==> config.mk <==
export PLATFORM = sky130hd
export DESIGN_NAME = two_level_page_allocator
export DESIGN_NICKNAME = d
export VERILOG_FILES = /design/src/hw/rtl/tlpa_pkg.sv /design/src/hw/rtl/tlpa_ctrl.sv /design/src/hw/rtl/tlpa_datapath.sv /design/src/hw/rtl/two_level_page_allocator.sv
export SDC_FILE = /design/constraint.sdc
export NUM_CORES = 2
export LEC_CHECK = 0
export ABC_AREA = 1
export BUFFER_PORTS_ARGS = -buffer_cell sky130_fd_sc_hd__buf_2
export CAP_MARGIN = 15
export CELL_PAD_IN_SITES_DETAIL_PLACEMENT = 0
export CELL_PAD_IN_SITES_GLOBAL_PLACEMENT = 1
export CORE_ASPECT_RATIO = 0.6
export CORE_MARGIN = 2
export CORE_UTILIZATION = 35
export DETAILED_ROUTE_END_ITERATION = 16
export GPL_TIMING_DRIVEN = 0
export PLACE_DENSITY = 0.75
export SYNTH_ARGS = -nofsm -noshare
export SYNTH_HDL_FRONTEND = slang
export SYNTH_SLANG_ARGS = --single-unit
==> constraint.sdc <==
create_clock -name i_clk -period 9.3 [get_ports i_clk]
set_clock_uncertainty 0.05 [all_clocks]
set_input_delay 0.465 -clock i_clk [delete_from_list [all_inputs] [get_ports i_clk]]
set_output_delay 0.465 -clock i_clk [all_outputs]
set_load 0.01 [all_outputs]
==> src/hw/rtl/tlpa_pkg.sv <==
// Shared types and constants for the two-level page allocator.
// No dependencies; imported by every allocator module.
package tlpa_pkg;
    localparam int DIRS     = 1024;
    localparam int PAGES    = 1024;
    localparam int WORD_W   = 64;
    localparam int WORDS    = (PAGES + WORD_W - 1) / WORD_W;
    localparam int WIDX_W   = $clog2(WORDS);
    localparam int BIT_W    = $clog2(WORD_W);
    localparam int PAGE_W   = $clog2(PAGES);
    localparam int DIR_W    = $clog2(DIRS);
    localparam int CNT_W    = DIR_W + 1;
    localparam int LIM_W    = 11;
    localparam int FRAME_W  = 20;
    localparam logic [LIM_W-1:0] LIMIT_RESET = LIM_W'(1024);

    typedef enum logic [2:0] {
        ST_IDLE,
        ST_SCAN,
        ST_EVAL,
        ST_DONE
    } t_state;

    typedef enum logic [1:0] {
        K_NONE,
        K_PAGE,
        K_NEWDIR
    } t_kind;

    typedef struct packed {
        logic  start_scan;
        logic  probe;
        logic  load_result;
        t_kind kind;
    } t_cmd;

    typedef struct packed {
        logic can_scan;
        logic can_create;
        logic hit;
        logic last_word;
    } t_status;
endpackage

==> src/hw/rtl/tlpa_ctrl.sv <==
// Sequencer for the page allocator: handshakes and word scan control.
// Depends on tlpa_pkg.
module tlpa_ctrl (
    input  logic            i_clk,
    input  logic            i_rst_n,
    input  logic            i_req_valid,
    input  logic            i_req,
    output logic            o_req_ready,
    output logic            o_res_valid,
    input  logic            i_res_ready,
    input  tlpa_pkg::t_status i_status,
    output tlpa_pkg::t_cmd  o_cmd
);
    import tlpa_pkg::*;

    t_state r_state, n_state;
    t_kind  r_kind, n_kind;
    logic   r_out_valid, n_out_valid;

    always_ff @(posedge i_clk) begin
        if (!i_rst_n) begin
            r_state     <= ST_IDLE;
            r_kind      <= K_NONE;
            r_out_valid <= 1'b0;
        end else begin
            r_state     <= n_state;
            r_kind      <= n_kind;
            r_out_valid <= n_out_valid;
        end
    end

    always_comb begin
        n_state     = r_state;
        n_kind      = r_kind;
        o_req_ready = 1'b0;
        o_cmd       = '{start_scan: 1'b0, probe: 1'b0, load_result: 1'b0, kind: r_kind};
        unique case (r_state)
            ST_IDLE: begin
                o_req_ready = 1'b1;
                if (i_req_valid) begin
                    priority if (!i_req) begin
                        n_kind  = K_NONE;
                        n_state = ST_DONE;
                    end else if (i_status.can_scan) begin
                        o_cmd.start_scan = 1'b1;
                        n_state = ST_SCAN;
                    end else begin
                        n_kind  = i_status.can_create ? K_NEWDIR : K_NONE;
                        n_state = ST_DONE;
                    end
                end
            end
            ST_SCAN: begin
                o_cmd.probe = 1'b1;
                n_state = ST_EVAL;
            end
            ST_EVAL: begin
                priority if (i_status.hit) begin
                    n_kind  = K_PAGE;
                    n_state = ST_DONE;
                end else if (i_status.last_word) begin
                    n_kind  = i_status.can_create ? K_NEWDIR : K_NONE;
                    n_state = ST_DONE;
                end else begin
                    n_state = ST_SCAN;
                end
            end
            ST_DONE: begin
                if (!r_out_valid || i_res_ready) begin
                    o_cmd.load_result = 1'b1;
                    n_state = ST_IDLE;
                end
            end
            default: n_state = ST_IDLE;
        endcase
        n_out_valid = o_cmd.load_result ? 1'b1 : (i_res_ready ? 1'b0 : r_out_valid);
    end

    assign o_res_valid = r_out_valid;

    a_load_ok: assert property (@(posedge i_clk) disable iff (!i_rst_n)
        o_cmd.load_result |-> (r_state == ST_DONE))
        else $error("result load outside done state");
    a_page_hit: assert property (@(posedge i_clk) disable iff (!i_rst_n)
        (r_state == ST_EVAL && i_status.hit) |=> (r_kind == K_PAGE))
        else $error("hit not recorded as page");
    a_busy: assert property (@(posedge i_clk) disable iff (!i_rst_n)
        (r_state != ST_IDLE) |-> !o_req_ready)
        else $error("ready while busy");
endmodule

==> src/hw/rtl/tlpa_datapath.sv <==
// Datapath: directory count, limit register, bitmap of the open directory,
// word probe and result registers. Depends on tlpa_pkg.
module tlpa_datapath (
    input  logic                          i_clk,
    input  logic                          i_rst_n,
    input  logic                          i_cfg_we,
    input  logic [tlpa_pkg::LIM_W-1:0]    i_cfg_data,
    input  tlpa_pkg::t_cmd                i_cmd,
    output tlpa_pkg::t_status             o_status,
    output logic [tlpa_pkg::FRAME_W-1:0]  o_frame,
    output logic                          o_found,
    output logic                          o_new_dir
);
    import tlpa_pkg::*;

    // Directories below the count are present; all but the newest are full.
    logic [CNT_W-1:0]   r_dir_count;
    logic [LIM_W-1:0]   r_dir_limit;
    logic [WORD_W-1:0]  r_words [WORDS];
    logic [WIDX_W-1:0]  r_word_idx;
    logic [WIDX_W-1:0]  r_hit_idx;
    logic [BIT_W-1:0]   r_bit;
    logic               r_hit;
    logic [FRAME_W-1:0] r_frame;
    logic               r_found;
    logic               r_new_dir;

    logic [CNT_W-1:0]   eff_lim;
    logic [WORD_W-1:0]  cur_word;
    logic [BIT_W-1:0]   low_zero;
    logic [DIR_W-1:0]   last_dir;

    assign eff_lim  = (r_dir_limit > LIM_W'(DIRS)) ? CNT_W'(DIRS) : CNT_W'(r_dir_limit);
    assign cur_word = r_words[r_word_idx];
    assign last_dir = DIR_W'(r_dir_count - CNT_W'(1));

    always_comb begin
        low_zero = '0;
        for (int i = WORD_W - 1; i >= 0; i--) begin
            if (!cur_word[i]) low_zero = BIT_W'(i);
        end
    end

    assign o_status.can_scan   = (r_dir_count != '0) && (r_dir_count <= eff_lim);
    assign o_status.can_create = r_dir_count < eff_lim;
    assign o_status.hit        = r_hit;
    assign o_status.last_word  = r_hit_idx == WIDX_W'(WORDS - 1);

    always_ff @(posedge i_clk) begin
        if (!i_rst_n) begin
            r_dir_count <= '0;
            r_dir_limit <= LIMIT_RESET;
        end else begin
            if (i_cfg_we) r_dir_limit <= i_cfg_data;
            if (i_cmd.load_result && i_cmd.kind == K_NEWDIR)
                r_dir_count <= r_dir_count + CNT_W'(1);
        end
    end

    always_ff @(posedge i_clk) begin
        if (i_cmd.start_scan) r_word_idx <= '0;
        if (i_cmd.probe) begin
            r_hit      <= ~&cur_word;
            r_bit      <= low_zero;
            r_hit_idx  <= r_word_idx;
            r_word_idx <= r_word_idx + WIDX_W'(1);
        end
        if (i_cmd.load_result) begin
            unique case (i_cmd.kind)
                K_PAGE: begin
                    r_words[r_hit_idx][r_bit] <= 1'b1;
                    r_frame   <= FRAME_W'({last_dir, r_hit_idx, r_bit});
                    r_found   <= 1'b1;
                    r_new_dir <= 1'b0;
                end
                K_NEWDIR: begin
                    // pages 0 and 1 taken, the rest free
                    for (int w = 0; w < WORDS; w++)
                        r_words[w] <= (w == 0) ? WORD_W'(3) : '0;
                    r_frame   <= FRAME_W'({r_dir_count[DIR_W-1:0], PAGE_W'(1)});
                    r_found   <= 1'b1;
                    r_new_dir <= 1'b1;
                end
                default: begin
                    r_frame   <= '0;
                    r_found   <= 1'b0;
                    r_new_dir <= 1'b0;
                end
            endcase
        end
    end

    assign o_frame   = r_frame;
    assign o_found   = r_found;
    assign o_new_dir = r_new_dir;

    a_count: assert property (@(posedge i_clk) disable iff (!i_rst_n)
        r_dir_count <= CNT_W'(DIRS))
        else $error("directory count overflow");
    a_page_needs_hit: assert property (@(posedge i_clk) disable iff (!i_rst_n)
        (i_cmd.load_result && i_cmd.kind == K_PAGE) |-> r_hit)
        else $error("page result without free bit");
    a_newdir: assert property (@(posedge i_clk) disable iff (!i_rst_n)
        (i_cmd.load_result && i_cmd.kind == K_NEWDIR) |=> (r_words[0] == WORD_W'(3)))
        else $error("new directory bitmap not initialized");
endmodule

==> src/hw/rtl/two_level_page_allocator.sv <==
// Top level of the two-level first-fit page allocator.
// Depends on tlpa_pkg, tlpa_ctrl and tlpa_datapath.
//
// One request is handled at a time. A no-op, or a request that needs no scan,
// goes from idle straight to the done state; a request that scans the open directory probes
// its 16 bitmap words one at a time through the scan and eval states. Only the
// newest directory can hold free pages, so its bitmap is the only one kept.
// The result register frees the next request while an old result waits.
module two_level_page_allocator (
    input  logic                       i_clk,
    input  logic                       i_rst_n,
    input  logic                       i_cfg_valid,
    output logic                       o_cfg_ready,
    input  logic [tlpa_pkg::LIM_W-1:0] i_cfg_data,   // dir_limit
    input  logic                       i_s_tvalid,
    output logic                       o_s_tready,
    input  logic [7:0]                 i_s_tdata,    // [0] request
    output logic                       o_m_tvalid,
    input  logic                       i_m_tready,
    output logic [23:0]                o_m_tdata,    // [19:0] page_frame
    output logic [1:0]                 o_m_tuser     // [0] found, [1] new_directory
);
    import tlpa_pkg::*;

    t_cmd               cmd;
    t_status            status;
    logic [FRAME_W-1:0] frame;
    logic               found;
    logic               new_dir;

    assign o_cfg_ready = 1'b1;

    tlpa_ctrl u_ctrl (
        .i_clk       (i_clk),
        .i_rst_n     (i_rst_n),
        .i_req_valid (i_s_tvalid),
        .i_req       (i_s_tdata[0]),
        .o_req_ready (o_s_tready),
        .o_res_valid (o_m_tvalid),
        .i_res_ready (i_m_tready),
        .i_status    (status),
        .o_cmd       (cmd)
    );

    tlpa_datapath u_dp (
        .i_clk      (i_clk),
        .i_rst_n    (i_rst_n),
        .i_cfg_we   (i_cfg_valid),
        .i_cfg_data (i_cfg_data),
        .i_cmd      (cmd),
        .o_status   (status),
        .o_frame    (frame),
        .o_found    (found),
        .o_new_dir  (new_dir)
    );

    assign o_m_tdata = {4'b0, frame};
    assign o_m_tuser = {new_dir, found};
endmodule

==> results.json <==
{
  "firstDrtPassIters": 6,
  "period_needed_ns": 7.19,
  "place.gp.congestion": 0.933,
  "critPathMaxStageDelay_ns": 0.71,
  "dp_hpwl_mm": 140,
  "cpLargestDelayFamily": "buffers and inverters",
  "total_power_mw": 14.8,
  "hold_viol_final": 0,
  "postCtsResizedCells": 0,
  "rsz0062_at_grt": "false",
  "clkSlewWorstSetupHoldPaths_ns": 0.07,
  "cts_sinks": 1092,
  "grt_pass1_vias": 40605,
  "cts_inserted_buffers": 104,
  "post_drt_via_cell_ratio": 5.23,
  "cts_htree_levels": 3,
  "dp_cells": 8578,
  "ios": 53,
  "antenna_found_initial": 1,
  "cap_violations": 0,
  "synth_cell_types": 41,
  "ir_drop_uv": 145,
  "grt_max_degree": 16,
  "overflow": 0,
  "cts_tree": "done",
  "cts_setup_buffers": 0,
  "grt_util_all_layers": 0.261,
  "critPathMaxFanout": 10,
  "synth_most_common_cell": "a21oi_1",
  "port_buffers": 39,
  "worst_slew_pin_slew_ns": 1.28,
  "rows": 104,
  "fmax_mhz": 139,
  "crit_type": "reg2reg",
  "core_area_mm2": 0.135,
  "detail-route-antenna-nets": 0,
  "finalMaxSlewViolations": 0,
  "cp.arrival_ns": 7.63,
  "syn_avg_cell_area_um2": 7.08,
  "syn_area_mm2": 0.0476,
  "area_growth_pct": 13.7,
  "crit_chain": "inv_2 -> buf_2 -> buf_2 -> buf_4 -> buf_2 -> buf_2 -> buf_2 -> buf_4 -> buf_2 -> buf_4 -> buf_2 -> buf_2 -> clkbuf_1 -> buf_1 -> a21oi_1 -> o21ai_0 -> nand3_1 -> nand3_1 -> nand2_1 -> nand2_1 -> nor2_1 -> nand2_1 -> nor2_1 -> nand3_1",
  "synth_common_cells": "1536 x a21oi_1, 1283 x nand2_1, 1085 x inv_1, 1055 x dfxtp_1, 466 x o21ai_0",
  "hold_path.class": "in2reg",
  "drive_above_1_share": 0.0639,
  "min_period_over_period": 0.774,
  "synth_edf_count": 37,
  "synth_top_area_share": 0.444,
  "routedWlPerCell_um": 21.3,
  "cp-end-kind": "flip-flop",
  "finalSetupViolCount": 0,
  "ys_top_cells_by_area": "dfxtp_1 44%, a21oi_1 16%, nand2_1 10%",
  "timing.max_slew.rel_slack": 0.137,
  "cp_num_buf_inv": 14,
  "seq_area_frac_synth": 0.467,
  "status": "completed",
  "ys_seq_elements": 1092,
  "drcViolationCount": 0,
  "async_flop_share": 0,
  "layout.cells.non_filler": 8798,
  "yosysWarningCount": 0,
  "drt_iter0_markers": 5979,
  "required_ns": 9.74,
  "clockBufferDepth": 3,
  "p_leak_nw": 21.8,
  "die_h_um": 290,
  "fin_setup_tns_ns": 0,
  "die-width_um": 480,
  "clock_latency_ns": 0.73,
  "synth_top_area_cell": "dfxtp_1",
  "synth_cells": 6719,
  "num_vias": 46001,
  "die_area_mm2": 0.139,
  "cp_slowest_cell": "buf_1",
  "layout.nets": 6945,
  "drt-total-wl_mm": 187,
  "holdBufCountCts": 13,
  "grt_pass1_wl_mm": 272,
  "p_per_area_mw_per_mm2": 274,
  "root_buffer": "clkbuf_16",
  "initial_core_util": 0.354,
  "crit_top_cell": "buf_2",
  "ys.flop_type": "dfxtp_1",
  "worstSetupStartpointType": "flip-flop"
}
==> logic make-up (layout without fill, tap and decap cells) <==
family / Yosys count / in the layout / share of synthesized area
buffers and inverters: 1595 / 1864 / 0.141
xor gates and xnor gates: 2 / 2 / 0.000368
and+or+nand+nor: 1913 / 1913 / 0.164
AOI/OAI and AO/OA: 2098 / 2098 / 0.223
other: 2 / 10 / 0.000158
adders and majority gates: 17 / 17 / 0.00447
DFF: 1092 / 1092 / 0.467
==> layout make-up <==
class	instances	area, um^2
inverter	1091	4100
multi-input combinational	4035	18700
clock buffer	144	3010
sequential	1092	22200
timing repair buffer	76	611
tap	1802	2250
fill	14156	80400
buffer	504	2620
clock inverter	49	567
antenna	5	12.5
==> report_power, final <==
group / switching [mW] / internal [mW] / total (mW)
clock: 2.02 / 2.57 / 4.59
combinational: 2.29 / 1.29 / 3.58
sequential: 0.526 / 6.12 / 6.65
==> per-stage QoR <==
stage	hold slack [ns]	cell area (um^2)	util	setup WS, ns
6_report	0.0667	54100	0.402	2.11
5_1_grt	0.0563	54100	0.402	2.05
4_1_cts	0.0193	54000	0.402	2.45
3_5_place_dp	0.380	50300	0.374	2.50
3_3_place_gp	0.374	50000	0.372	2.25
2_1_floorplan	0.363	47600	-	5.32
==> per-layer routing <==
layer	track usage	vias up	share of wire
li1	-	21864	-
met1	0.434	21939	0.52
met2	0.308	2020	0.34
met3	0.0850	178	0.12
met4	0.0469	0	0.015
met5	0	-	0
==> state kept, by name (all words and copies together) (netlist names), named ones only <==
signal	count
u_ctrl.o_res_valid	1
u_dp.r_word_idx	4
u_dp.o_new_dir	1
u_dp.r_dir_limit	11
u_dp.r_bit	6
u_dp.r_words	1024
u_dp.o_found	1
u_dp.o_frame	20
u_dp.r_hit_idx	4
u_dp.r_dir_count	11
u_ctrl.r_kind	2
u_dp.r_hit	1
u_ctrl.r_state	2
==> worst min-delay path, delay by kind of cell <==
kind	cells	cell delay (ns)
AO/OA/AOI/OAI	1	0.06
AND/OR/NAND/NOR	2	0.18
buffers and inverters	1	0.09
==> placed cells by master (no fill, tap or decap), types with 5 or more instances in the layout <==
master / n
ha_1: 17
clkbuf_2: 6
nor2_2: 10
clkinv_2: 23
buf_8: 8
conb_1: 5
diode_2: 5
a31oi_1: 6
buf_2: 112
clkbuf_16: 108
nor4_1: 5
nor2_1: 123
clkbuf_8: 17
clkinv_1: 7
dlygate4sd3_1: 13
buf_6: 53
edfxtp_1: 37
buf_1: 13
nor3_1: 63
o21ai_0: 466
bufinv_16: 11
buf_4: 64
nor2_4: 6
o21ai_1: 59
a21oi_1: 1536
nand3_1: 420
dfxtp_1: 1055
clkbuf_1: 319
inv_1: 1085
nand2_1: 1283
clkbuf_4: 8
==> worst paths after layout <==
| check | start | endpoint | slack [ns] | depth (start not counted) |
|---|---|---|---|---|
| hold / removal | i_s_tdata[0] | u_ctrl.r_state[1] | 0.07 | 4 |
| setup / recovery | flip-flop | u_dp.r_hit | 2.11 | 24 |
| setup reg to reg | flip-flop | u_dp.r_hit | 2.11 | 24 |
| hold reg to reg | u_dp.r_words[0][1] | u_dp.r_words[0][1] | 0.39 | 1 |
Power figures use the tool's default switching activity.
